===== src/design/etl_pkg.sv =====
`default_nettype none
package etl_pkg;

   // Position counter width.
   localparam int PosW = 16;
   localparam logic [PosW-1:0] PosMax = {PosW{1'b1}};

   // Tokens a single input byte can produce at most.
   localparam int MaxToks = 4;
   localparam int ToksW = $clog2(MaxToks);
   localparam int CntW = $clog2(MaxToks + 1);

   // Bundle queue depth.
   localparam int QDepth = 4;
   localparam int QPtrW = $clog2(QDepth);
   localparam int QCntW = $clog2(QDepth + 1);

   // Token kinds.
   localparam logic [3:0] K_NUM = 4'd0;
   localparam logic [3:0] K_IDENT = 4'd1;
   localparam logic [3:0] K_OP = 4'd2;
   localparam logic [3:0] K_LPAR = 4'd3;
   localparam logic [3:0] K_RPAR = 4'd4;
   localparam logic [3:0] K_COMMA = 4'd5;
   localparam logic [3:0] K_END = 4'd6;
   localparam logic [3:0] K_BAD = 4'd7;
   localparam logic [3:0] K_LONG = 4'd8;

   // Scanner modes.
   localparam logic [3:0] M_IDLE = 4'd0;
   localparam logic [3:0] M_DOT = 4'd1;
   localparam logic [3:0] M_INT = 4'd2;
   localparam logic [3:0] M_FRAC = 4'd3;
   localparam logic [3:0] M_E = 4'd4;
   localparam logic [3:0] M_ESIGN = 4'd5;
   localparam logic [3:0] M_EXP = 4'd6;
   localparam logic [3:0] M_IDENT = 4'd7;
   localparam logic [3:0] M_ERR = 4'd8;

   // Characters.
   localparam logic [7:0] CH_SPACE = 8'h20;
   localparam logic [7:0] CH_TAB = 8'h09;
   localparam logic [7:0] CH_CR = 8'h0D;
   localparam logic [7:0] CH_LF = 8'h0A;
   localparam logic [7:0] CH_UNDER = 8'h5F;
   localparam logic [7:0] CH_LOW_E = 8'h65;
   localparam logic [7:0] CH_UP_E = 8'h45;
   localparam logic [7:0] CH_PLUS = 8'h2B;
   localparam logic [7:0] CH_MINUS = 8'h2D;
   localparam logic [7:0] CH_STAR = 8'h2A;
   localparam logic [7:0] CH_SLASH = 8'h2F;
   localparam logic [7:0] CH_CARET = 8'h5E;
   localparam logic [7:0] CH_BANG = 8'h21;
   localparam logic [7:0] CH_PCT = 8'h25;
   localparam logic [7:0] CH_DOT = 8'h2E;
   localparam logic [7:0] CH_COMMA = 8'h2C;
   localparam logic [7:0] CH_LPAR = 8'h28;
   localparam logic [7:0] CH_RPAR = 8'h29;

   typedef struct packed {
      logic [3:0]      kind;
      logic [PosW-1:0] start_pos;
      logic [PosW-1:0] length;
      logic [7:0]      token_char;
   } tok_type;

   // All tokens caused by one input byte.
   typedef struct packed {
      logic [CntW-1:0]            count;
      tok_type [MaxToks-1:0]      toks;
   } bundle_type;

   function automatic tok_type make_tok(input logic [3:0] kind, input logic [PosW-1:0] start,
                                        input logic [PosW-1:0] len, input logic [7:0] tc);
      tok_type t;
      t.kind = kind;
      t.start_pos = start;
      t.length = len;
      t.token_char = tc;
      return t;
   endfunction

   function automatic logic is_digit(input logic [7:0] c);
      return (c >= 8'h30) && (c <= 8'h39);
   endfunction

   function automatic logic is_letter(input logic [7:0] c);
      return ((c >= 8'h61) && (c <= 8'h7A)) || ((c >= 8'h41) && (c <= 8'h5A));
   endfunction

   function automatic logic is_word(input logic [7:0] c);
      return is_letter(c) || is_digit(c) || (c == CH_UNDER);
   endfunction

   function automatic logic is_space(input logic [7:0] c);
      return (c == CH_SPACE) || (c == CH_TAB) || (c == CH_CR) || (c == CH_LF);
   endfunction

   function automatic logic is_op(input logic [7:0] c);
      return (c == CH_PLUS) || (c == CH_MINUS) || (c == CH_STAR) || (c == CH_SLASH) ||
             (c == CH_CARET) || (c == CH_BANG) || (c == CH_PCT);
   endfunction

endpackage
`default_nettype wire


===== src/design/etl_front.sv =====
`default_nettype none
module etl_front (
   input  wire logic                clock,
   input  wire logic                reset,
   input  wire logic                req_valid,
   input  wire logic                req_is_end,
   input  wire logic [7:0]          req_ch,
   input  wire logic                q_full,
   output logic                     push,
   output etl_pkg::bundle_type      push_data
);

   logic [3:0]                mode_ff, mode_in;
   logic [etl_pkg::PosW-1:0]  begin_ff, begin_in;
   logic [etl_pkg::PosW-1:0]  pos_ff, pos_in;
   logic                      sign_ff, sign_in;

   logic                      accept;
   logic                      do_start;
   logic [etl_pkg::CntW-1:0]  n;
   etl_pkg::tok_type [etl_pkg::MaxToks-1:0] toks;
   logic [etl_pkg::PosW-1:0]  p, pm1, pm2;
   logic [7:0]                sign_ch;

   assign accept = req_valid && !q_full;
   assign p = pos_ff;
   assign pm1 = pos_ff - etl_pkg::PosW'(1);
   assign pm2 = pos_ff - etl_pkg::PosW'(2);
   assign sign_ch = sign_ff ? etl_pkg::CH_MINUS : etl_pkg::CH_PLUS;

   always_comb begin
      mode_in = mode_ff;
      begin_in = begin_ff;
      pos_in = pos_ff;
      sign_in = sign_ff;
      do_start = 1'b0;
      n = '0;
      toks = '0;

      if (req_is_end) begin
         // flush whatever is open, then end
         case (mode_ff)
            etl_pkg::M_DOT: begin
               toks[n[etl_pkg::ToksW-1:0]] = etl_pkg::make_tok(etl_pkg::K_BAD, begin_ff,
                                                 etl_pkg::PosW'(1), etl_pkg::CH_DOT);
               n = n + 1'b1;
            end
            etl_pkg::M_INT, etl_pkg::M_FRAC, etl_pkg::M_EXP: begin
               toks[n[etl_pkg::ToksW-1:0]] = etl_pkg::make_tok(etl_pkg::K_NUM, begin_ff,
                                                 p - begin_ff, 8'h00);
               n = n + 1'b1;
            end
            etl_pkg::M_E: begin
               toks[n[etl_pkg::ToksW-1:0]] = etl_pkg::make_tok(etl_pkg::K_NUM, begin_ff,
                                                 pm1 - begin_ff, 8'h00);
               n = n + 1'b1;
               toks[n[etl_pkg::ToksW-1:0]] = etl_pkg::make_tok(etl_pkg::K_IDENT, pm1,
                                                 etl_pkg::PosW'(1), 8'h00);
               n = n + 1'b1;
            end
            etl_pkg::M_ESIGN: begin
               toks[n[etl_pkg::ToksW-1:0]] = etl_pkg::make_tok(etl_pkg::K_NUM, begin_ff,
                                                 pm2 - begin_ff, 8'h00);
               n = n + 1'b1;
               toks[n[etl_pkg::ToksW-1:0]] = etl_pkg::make_tok(etl_pkg::K_IDENT, pm2,
                                                 etl_pkg::PosW'(1), 8'h00);
               n = n + 1'b1;
               toks[n[etl_pkg::ToksW-1:0]] = etl_pkg::make_tok(etl_pkg::K_OP, pm1,
                                                 etl_pkg::PosW'(1), sign_ch);
               n = n + 1'b1;
            end
            etl_pkg::M_IDENT: begin
               toks[n[etl_pkg::ToksW-1:0]] = etl_pkg::make_tok(etl_pkg::K_IDENT, begin_ff,
                                                 p - begin_ff, 8'h00);
               n = n + 1'b1;
            end
            default: begin
            end
         endcase
         toks[n[etl_pkg::ToksW-1:0]] = etl_pkg::make_tok(etl_pkg::K_END, p, '0, 8'h00);
         n = n + 1'b1;
         mode_in = etl_pkg::M_IDLE;
         begin_in = '0;
         pos_in = '0;
         sign_in = 1'b0;
      end else if (mode_ff != etl_pkg::M_ERR) begin
         if (pos_ff == etl_pkg::PosMax) begin
            toks[0] = etl_pkg::make_tok(etl_pkg::K_LONG, p, '0, 8'h00);
            n = etl_pkg::CntW'(1);
            mode_in = etl_pkg::M_ERR;
         end else begin
            pos_in = pos_ff + etl_pkg::PosW'(1);
            case (mode_ff)
               etl_pkg::M_IDLE: do_start = 1'b1;
               etl_pkg::M_DOT: begin
                  if (etl_pkg::is_digit(req_ch)) begin
                     mode_in = etl_pkg::M_FRAC;
                  end else begin
                     toks[0] = etl_pkg::make_tok(etl_pkg::K_BAD, begin_ff,
                                                 etl_pkg::PosW'(1), etl_pkg::CH_DOT);
                     n = etl_pkg::CntW'(1);
                     mode_in = etl_pkg::M_ERR;
                  end
               end
               etl_pkg::M_INT, etl_pkg::M_FRAC: begin
                  if (etl_pkg::is_digit(req_ch)) begin
                     mode_in = mode_ff;
                  end else if ((mode_ff == etl_pkg::M_INT) && (req_ch == etl_pkg::CH_DOT)) begin
                     mode_in = etl_pkg::M_FRAC;
                  end else if ((req_ch == etl_pkg::CH_LOW_E) || (req_ch == etl_pkg::CH_UP_E)) begin
                     mode_in = etl_pkg::M_E;
                  end else begin
                     toks[0] = etl_pkg::make_tok(etl_pkg::K_NUM, begin_ff, p - begin_ff, 8'h00);
                     n = etl_pkg::CntW'(1);
                     do_start = 1'b1;
                  end
               end
               etl_pkg::M_E: begin
                  if (etl_pkg::is_digit(req_ch)) begin
                     mode_in = etl_pkg::M_EXP;
                  end else if ((req_ch == etl_pkg::CH_PLUS) || (req_ch == etl_pkg::CH_MINUS)) begin
                     sign_in = (req_ch == etl_pkg::CH_MINUS);
                     mode_in = etl_pkg::M_ESIGN;
                  end else begin
                     // no exponent: the 'e' opens an identifier
                     toks[0] = etl_pkg::make_tok(etl_pkg::K_NUM, begin_ff, pm1 - begin_ff, 8'h00);
                     n = etl_pkg::CntW'(1);
                     if (etl_pkg::is_word(req_ch)) begin
                        mode_in = etl_pkg::M_IDENT;
                        begin_in = pm1;
                     end else begin
                        toks[1] = etl_pkg::make_tok(etl_pkg::K_IDENT, pm1,
                                                    etl_pkg::PosW'(1), 8'h00);
                        n = etl_pkg::CntW'(2);
                        do_start = 1'b1;
                     end
                  end
               end
               etl_pkg::M_ESIGN: begin
                  if (etl_pkg::is_digit(req_ch)) begin
                     mode_in = etl_pkg::M_EXP;
                  end else begin
                     toks[0] = etl_pkg::make_tok(etl_pkg::K_NUM, begin_ff, pm2 - begin_ff, 8'h00);
                     toks[1] = etl_pkg::make_tok(etl_pkg::K_IDENT, pm2,
                                                 etl_pkg::PosW'(1), 8'h00);
                     toks[2] = etl_pkg::make_tok(etl_pkg::K_OP, pm1,
                                                 etl_pkg::PosW'(1), sign_ch);
                     n = etl_pkg::CntW'(3);
                     do_start = 1'b1;
                  end
               end
               etl_pkg::M_EXP: begin
                  if (!etl_pkg::is_digit(req_ch)) begin
                     toks[0] = etl_pkg::make_tok(etl_pkg::K_NUM, begin_ff, p - begin_ff, 8'h00);
                     n = etl_pkg::CntW'(1);
                     do_start = 1'b1;
                  end
               end
               etl_pkg::M_IDENT: begin
                  if (!etl_pkg::is_word(req_ch)) begin
                     toks[0] = etl_pkg::make_tok(etl_pkg::K_IDENT, begin_ff, p - begin_ff, 8'h00);
                     n = etl_pkg::CntW'(1);
                     do_start = 1'b1;
                  end
               end
               default: begin
               end
            endcase

            if (do_start) begin
               mode_in = etl_pkg::M_IDLE;
               if (etl_pkg::is_space(req_ch)) begin
                  mode_in = etl_pkg::M_IDLE;
               end else if (etl_pkg::is_digit(req_ch)) begin
                  mode_in = etl_pkg::M_INT;
                  begin_in = p;
               end else if (req_ch == etl_pkg::CH_DOT) begin
                  mode_in = etl_pkg::M_DOT;
                  begin_in = p;
               end else if (etl_pkg::is_letter(req_ch)) begin
                  mode_in = etl_pkg::M_IDENT;
                  begin_in = p;
               end else if (etl_pkg::is_op(req_ch)) begin
                  toks[n[etl_pkg::ToksW-1:0]] = etl_pkg::make_tok(etl_pkg::K_OP, p,
                                                    etl_pkg::PosW'(1), req_ch);
                  n = n + 1'b1;
               end else if (req_ch == etl_pkg::CH_LPAR) begin
                  toks[n[etl_pkg::ToksW-1:0]] = etl_pkg::make_tok(etl_pkg::K_LPAR, p,
                                                    etl_pkg::PosW'(1), 8'h00);
                  n = n + 1'b1;
               end else if (req_ch == etl_pkg::CH_RPAR) begin
                  toks[n[etl_pkg::ToksW-1:0]] = etl_pkg::make_tok(etl_pkg::K_RPAR, p,
                                                    etl_pkg::PosW'(1), 8'h00);
                  n = n + 1'b1;
               end else if (req_ch == etl_pkg::CH_COMMA) begin
                  toks[n[etl_pkg::ToksW-1:0]] = etl_pkg::make_tok(etl_pkg::K_COMMA, p,
                                                    etl_pkg::PosW'(1), 8'h00);
                  n = n + 1'b1;
               end else begin
                  toks[n[etl_pkg::ToksW-1:0]] = etl_pkg::make_tok(etl_pkg::K_BAD, p,
                                                    etl_pkg::PosW'(1), req_ch);
                  n = n + 1'b1;
                  mode_in = etl_pkg::M_ERR;
               end
            end
         end
      end
   end

   assign push = accept && (n != '0);
   assign push_data.count = n;
   assign push_data.toks = toks;

   always_ff @(posedge clock) begin
      if (reset) begin
         mode_ff <= etl_pkg::M_IDLE;
         begin_ff <= '0;
         pos_ff <= '0;
         sign_ff <= 1'b0;
      end else if (accept) begin
         mode_ff <= mode_in;
         begin_ff <= begin_in;
         pos_ff <= pos_in;
         sign_ff <= sign_in;
      end
   end

endmodule
`default_nettype wire


===== src/design/etl_queue.sv =====
`default_nettype none
module etl_queue (
   input  wire logic                 clock,
   input  wire logic                 reset,
   input  wire logic                 push,
   input  wire etl_pkg::bundle_type  push_data,
   input  wire logic                 pop,
   output logic                      full,
   output logic                      empty,
   output etl_pkg::bundle_type       head
);

   etl_pkg::bundle_type             entry_ff [etl_pkg::QDepth];
   logic [etl_pkg::QPtrW-1:0]       wr_ff, wr_in;
   logic [etl_pkg::QPtrW-1:0]       rd_ff, rd_in;
   logic [etl_pkg::QCntW-1:0]       cnt_ff, cnt_in;

   assign full = (cnt_ff == etl_pkg::QCntW'(etl_pkg::QDepth));
   assign empty = (cnt_ff == '0);
   assign head = entry_ff[rd_ff];

   always_comb begin
      wr_in = push ? wr_ff + 1'b1 : wr_ff;
      rd_in = pop ? rd_ff + 1'b1 : rd_ff;
      cnt_in = cnt_ff + etl_pkg::QCntW'(push) - etl_pkg::QCntW'(pop);
   end

   always_ff @(posedge clock) begin
      if (reset) begin
         wr_ff <= '0;
         rd_ff <= '0;
         cnt_ff <= '0;
      end else begin
         wr_ff <= wr_in;
         rd_ff <= rd_in;
         cnt_ff <= cnt_in;
      end
   end

   always_ff @(posedge clock) begin
      if (push) begin
         entry_ff[wr_ff] <= push_data;
      end
   end

endmodule
`default_nettype wire


===== src/design/etl_back.sv =====
`default_nettype none
module etl_back (
   input  wire logic                 clock,
   input  wire logic                 reset,
   input  wire logic                 q_empty,
   input  wire etl_pkg::bundle_type  q_head,
   output logic                      q_pop,
   output logic                      rsp_valid,
   input  wire logic                 rsp_stall,
   output etl_pkg::tok_type          rsp_tok,
   output logic                      rsp_last
);

   logic                       valid_ff, valid_in;
   etl_pkg::tok_type           tok_ff;
   logic                       last_ff;
   logic [etl_pkg::ToksW-1:0]  idx_ff, idx_in;
   logic                       load;
   logic                       at_last;

   assign load = !q_empty && (!valid_ff || !rsp_stall);
   assign at_last = ({1'b0, idx_ff} == (q_head.count - 1'b1));
   assign q_pop = load && at_last;

   always_comb begin
      valid_in = valid_ff && rsp_stall;
      idx_in = idx_ff;
      if (load) begin
         valid_in = 1'b1;
         idx_in = at_last ? '0 : idx_ff + 1'b1;
      end
   end

   always_ff @(posedge clock) begin
      if (reset) begin
         valid_ff <= 1'b0;
         idx_ff <= '0;
      end else begin
         valid_ff <= valid_in;
         idx_ff <= idx_in;
      end
   end

   always_ff @(posedge clock) begin
      if (load) begin
         tok_ff <= q_head.toks[idx_ff];
         last_ff <= at_last;
      end
   end

   assign rsp_valid = valid_ff;
   assign rsp_tok = tok_ff;
   assign rsp_last = last_ff;

endmodule
`default_nettype wire


===== src/design/expression_token_lexer_core.sv =====
`default_nettype none
// Expression token lexer.
// Request channel (req_): one word per source byte, req_ch plus req_is_end;
// a word with req_is_end set closes the expression and carries no byte.
// Response channel (rsp_): one word per token: kind, start_pos, length,
// token_char, and rsp_last on the final token caused by one request word.
// A request word may cause zero tokens (blanks, bytes inside a token) or up
// to four (an end word closing a number with a dangling signed exponent).
// Throughput: one request word per cycle while req_stall is low, one token
// per cycle out while rsp_stall is low. The front end scans the byte
// combinationally and writes the whole token group into a four-deep group
// queue; the back end drains one token per cycle into the output register
// while rsp_stall is low. req_stall rises only when that queue is full,
// e.g. during long rsp_stall or a run of multi-token words.
// Reset (synchronous) empties the queue and output register and returns the
// scanner to idle at position zero. The receiver may hold rsp_stall for any
// time; rsp_ words then stay put and the queue absorbs the request side.
module expression_token_lexer_core (
   input  wire logic         clock,
   input  wire logic         reset,
   input  wire logic         req_valid,
   output logic              req_stall,
   input  wire logic [7:0]   req_ch,
   input  wire logic         req_is_end,
   output logic              rsp_valid,
   input  wire logic         rsp_stall,
   output logic [3:0]        rsp_kind,
   output logic [15:0]       rsp_start_pos,
   output logic [15:0]       rsp_length,
   output logic [7:0]        rsp_token_char,
   output logic              rsp_last
);

   logic                  q_full;
   logic                  q_empty;
   logic                  q_push;
   logic                  q_pop;
   etl_pkg::bundle_type   push_data;
   etl_pkg::bundle_type   q_head;
   etl_pkg::tok_type      out_tok;

   // scanner: state update and token group build
   etl_front u_front (
      .clock      (clock),
      .reset      (reset),
      .req_valid  (req_valid),
      .req_is_end (req_is_end),
      .req_ch     (req_ch),
      .q_full     (q_full),
      .push       (q_push),
      .push_data  (push_data)
   );

   // decouples scanning from token drain
   etl_queue u_queue (
      .clock     (clock),
      .reset     (reset),
      .push      (q_push),
      .push_data (push_data),
      .pop       (q_pop),
      .full      (q_full),
      .empty     (q_empty),
      .head      (q_head)
   );

   // serializer: one token per word onto rsp_
   etl_back u_back (
      .clock     (clock),
      .reset     (reset),
      .q_empty   (q_empty),
      .q_head    (q_head),
      .q_pop     (q_pop),
      .rsp_valid (rsp_valid),
      .rsp_stall (rsp_stall),
      .rsp_tok   (out_tok),
      .rsp_last  (rsp_last)
   );

   assign req_stall = q_full;

   assign rsp_kind = out_tok.kind;
   assign rsp_start_pos = 16'(out_tok.start_pos);
   assign rsp_length = 16'(out_tok.length);
   assign rsp_token_char = out_tok.token_char;

endmodule
`default_nettype wire


===== config.mk =====
export PLATFORM = sky130hd
export DESIGN_NAME = expression_token_lexer_core
export DESIGN_NICKNAME = d
export VERILOG_FILES = /design/src/design/etl_pkg.sv /design/src/design/etl_front.sv /design/src/design/etl_queue.sv /design/src/design/etl_back.sv /design/src/design/expression_token_lexer_core.sv
export SDC_FILE = /design/constraint.sdc
export NUM_CORES = 1
export LEC_CHECK = 0
export ABC_AREA = 1
export BUFFER_PORTS_ARGS = -buffer_cell sky130_fd_sc_hd__buf_2
export CAP_MARGIN = 40
export CORE_UTILIZATION = 42
export CTS_CLUSTER_SIZE = 24
export DETAILED_ROUTE_END_ITERATION = 12
export HOLD_SLACK_MARGIN = 0.02
export SYNTH_ARGS = -nofsm -noshare
export SYNTH_HDL_FRONTEND = slang
export SYNTH_SLANG_ARGS = --single-unit

===== constraint.sdc =====
create_clock -name clock -period 11.7 [get_ports clock]
set_input_delay 1.755 -clock clock [delete_from_list [all_inputs] [get_ports clock]]
set_output_delay 1.755 -clock clock [all_outputs]
set_load 0.05 [all_outputs]

==> out/metrics.csv <==
metric,value,unit
"area leader, netlist",edfxtp_1,
"EDFF count, synth",569,
die area,74700,um^2
Clock Pin Slew Worst Setup and Hold Paths,0.06,ns
final WL,103,mm
Clk pwr share,0.296,
relative slew slack,0.240,
number of global-route vias before repair,23300,
Layout fillers,6688,
CORE AREA,72800,um^2
largest net degree at the start of global routing,147,
# rows,99,
Sw Ratio,0.363,
RSZ-0062 raised after global routing,no,
final critical-path share of the clock period,0.548,
critical path peak fanout,111,
first-pass GRT wire length,152,mm
fraction of layout cells with a size suffix above 1,0.0974,
die width,273,um
Skew-Pair Late Insertion Delay,0.63,ns
worst-case clock buffer depth,3,
Port Buffers,59,
total global routing overflow,0,
Net Switching,2.52,mW
Detail Route Antenna Nets,0,
crit path kind,in2reg,
Non-Filler Instances,4081,
Cells after Synth,3080,
Layout Utilization,0.470,
hold buffer count at CTS,0,
IO Pins,60,
DP Wirelength,67.9,mm
initial drt markers,2910,
Max Slew Vio Count,0,
Synth Area in Compound Gates,0.171,
largest family of logic cells by synthesized area,compound AO/OA/AOI/OAI gates,
PD cells,202,nW/um^2
leakage,12.4,nW
Clock Sinks,618,
power share of the combinational group,0.289,
Netlist cell types,65,
Die Y,273,um
Mean Syn Cell Area,10.0,um^2
internal power,4.41,mW
Peak supply drop,131,uV
setup TNS,0,ns
Cells after DPL,3959,
min-delay worst type,reg2reg,
CP Data Arrival Time,6.65,ns
Max Fclk,0.156,GHz
ys flop type,edfxtp_1,
clk root buf,clkbuf_16,
final net count,3152,
CTS tree,built,
register area share after synthesis,0.585,
1st-pass router iterations,6,
Initial Util,0.424,
Final Hold Fails,0,
final worst path period need,6.41,ns
"Setup violations, final",0,
"top cells by area, synth","edfxtp_1 55%, o21ai_0 6.1%, nor2_1 5.6%, nand2_1 4.5%, dfxtp_1 3.2%",
post-synthesis adder-cell area fraction,0.0289,
DR WL/cell,25.3,um
number of buffers created by CTS,67,
setup slack after layout,5.29,ns
CTS H-Tree Depth,3,
Worst-Margin Slew,1.14,ns
antenna violations before repair,3,
status,completed,
post-synthesis simple-gate area fraction,0.147,
Startpoint Class,input port,
GPL Wtd Cong,0.954,
DRC viols,0,
Worst EP required,11.94,ns
xor-xnor portion of the synthesized cell area,0.0170,
post-CTS setup buffers,0,
portion of netlist area occupied by mux cells,0,
synthesized area,30900,um^2
YS warnings,0,
GR Util All Layers,0.274,
Synth-to-Final Area Change,10.9,%
Synth top area share,0.553,
synthesized net count,3162,
via-per-instance ratio,6.02,
via count,24600,
# resized after CTS,0,
"FF+latch count, synth",618,
Max-Cap Viols,0,
Fin Clk Skew,0.0313,ns
Setup Slack @ Placement,4.84,ns
async set-reset flop share out of synthesis,0,
Reg power frac,0.414,
Power Total,6.92,mW
Worst Setup End Kind,flop,
-- worst paths after layout --
| path | startpoint | end | slack [ns] | cells after the start |
|---|---|---|---|---|
| setup / recovery | req_is_end | u_queue.entry_ff[2][16] | 5.29 | 16 |
| hold / removal | u_front.begin_ff[12] | u_front.begin_ff[12] | 0.46 | 2 |
| setup reg to reg | u_front.mode_ff[2] | u_queue.entry_ff[2][16] | 6.01 | 21 |
| hold reg to reg | u_front.begin_ff[12] | u_front.begin_ff[12] | 0.46 | 2 |
-- cell usage in the layout (no fill, tap or decap), types with 6 or more instances in the layout --
cell,netlist,final
o21ai_1,21,21
o21ai_0,376,376
clkinv_2,0,13
a21oi_1,167,167
nand2_2,10,10
nand4_1,14,14
or2_2,7,7
clkbuf_1,139,16
edfxtp_1,569,569
nand3_1,128,128
nor2_2,9,11
nand2_1,372,372
nor2_4,11,15
clkbuf_16,0,67
o31ai_1,6,6
a31oi_1,6,6
buf_4,9,24
o211ai_2,14,14
a22oi_1,10,10
ha_1,65,65
o211ai_1,65,65
xnor2_1,16,16
a21o_1,6,6
dfxtp_1,49,45
nor3_1,30,30
buf_2,18,61
inv_2,32,32
a211oi_1,7,7
nor2_1,463,457
inv_1,183,182
xor2_1,44,44
o22ai_1,37,37
o221ai_1,112,112
clkinv_1,9,17
-- stage by stage --
| step | hold WS (ns) | instance area [um^2] |
|---|---|---|
| after floorplan | 0.436 | 30900 |
| after global placement | 0.438 | 32000 |
| after detailed placement | 0.455 | 32100 |
| after CTS | 0.463 | 34300 |
| after global routing | 0.474 | 34300 |
| final | 0.463 | 34300 |
-- power by group through the flow --
stage	clock, mW	sequential [mW]	combinational (mW)
6_report	2.05	2.87	2.00
5_1_grt	2.18	2.89	2.15
4_1_cts	2.09	2.87	2.00
3_5_place_dp	0	2.91	2.00
3_3_place_gp	0	2.90	1.96
2_1_floorplan	0	3.22	1.04
-- final cells by class --
type	count	area (um^2)	area share
Sequential cell	618	18100	0.528
Multi-Input combinational cell	2062	11300	0.329
Clock buffer	83	1740	0.0507
Tap cell	959	1200	0.0350
Inverter	226	863	0.0252
Timing Repair Buffer	95	694	0.0203
Clock inverter	37	412	0.0120
Antenna cell	1	2.50	0.0000730
-- cell families (layout without fill, tap and decap cells) --
logic type	after synthesis	count (layout)
buffers and inverters	400	441
xor gates and xnor gates	60	60
DFF	618	618
AOI/OAI and AO/OA	865	865
other	0	1
and+or+nand+nor	1068	1068
adders and majority gates	69	69
-- synth_stat cells (all sizes together) (2+ instances only) --
cell,instances
a211oi,7
a21o,6
a21oi,167
a221oi,5
a22oi,10
a31oi,6
a32o,2
a32oi,2
buf,35
clkbuf,139
clkinv,9
dfxtp,49
edfxtp,569
fa,4
ha,65
inv,217
nand2,385
nand3,134
nand4,15
nor2,483
nor3,33
nor3b,2
nor4,6
o2111ai,3
o211ai,79
o21a,3
o21ai,397
o21bai,4
o221a,2
o221ai,112
o22ai,37
o311ai,6
o31ai,6
o32ai,2
o41ai,4
or2,7
xnor2,16
xor2,44
-- per-layer routing --
layer  GRT usage  up-vias  part of all wire
met4       0.110        2             0.037
met2       0.427     1100              0.46
li1            -    11100                 -
met3      0.0426      191             0.077
met5           0        -           0.00013
met1       0.383    12200              0.43
-- critical path: stages --
cell and delay [ns]:
buf_2 0.09, buf_4 0.23, nor2_1 0.74, nand2_1 0.54, inv_2 0.52, nand2_1 0.09, nor2_1 0.13, nand3_2 0.27
nand2_2 0.23, inv_4 0.13, nand3_1 0.12, nor2_2 0.09, nor2_4 0.13, inv_2 0.11, nor2_4 0.57, buf_12 0.50
-- flip-flops by register name, summed over array words and instances (netlist names), named ones only --
signal            flops
u_front.p            16
u_back.rsp_valid      1
u_queue.wr_ff         2
u_queue.entry_ff    524
u_front.sign_ff       1
u_back.rsp_last       1
u_queue.rd_ff         2
u_queue.cnt_ff        3
u_back.idx_ff         2
u_front.begin_ff     16
u_back.rsp_tok       44
u_front.mode_ff       4
Power figures use the tool's default switching activity.
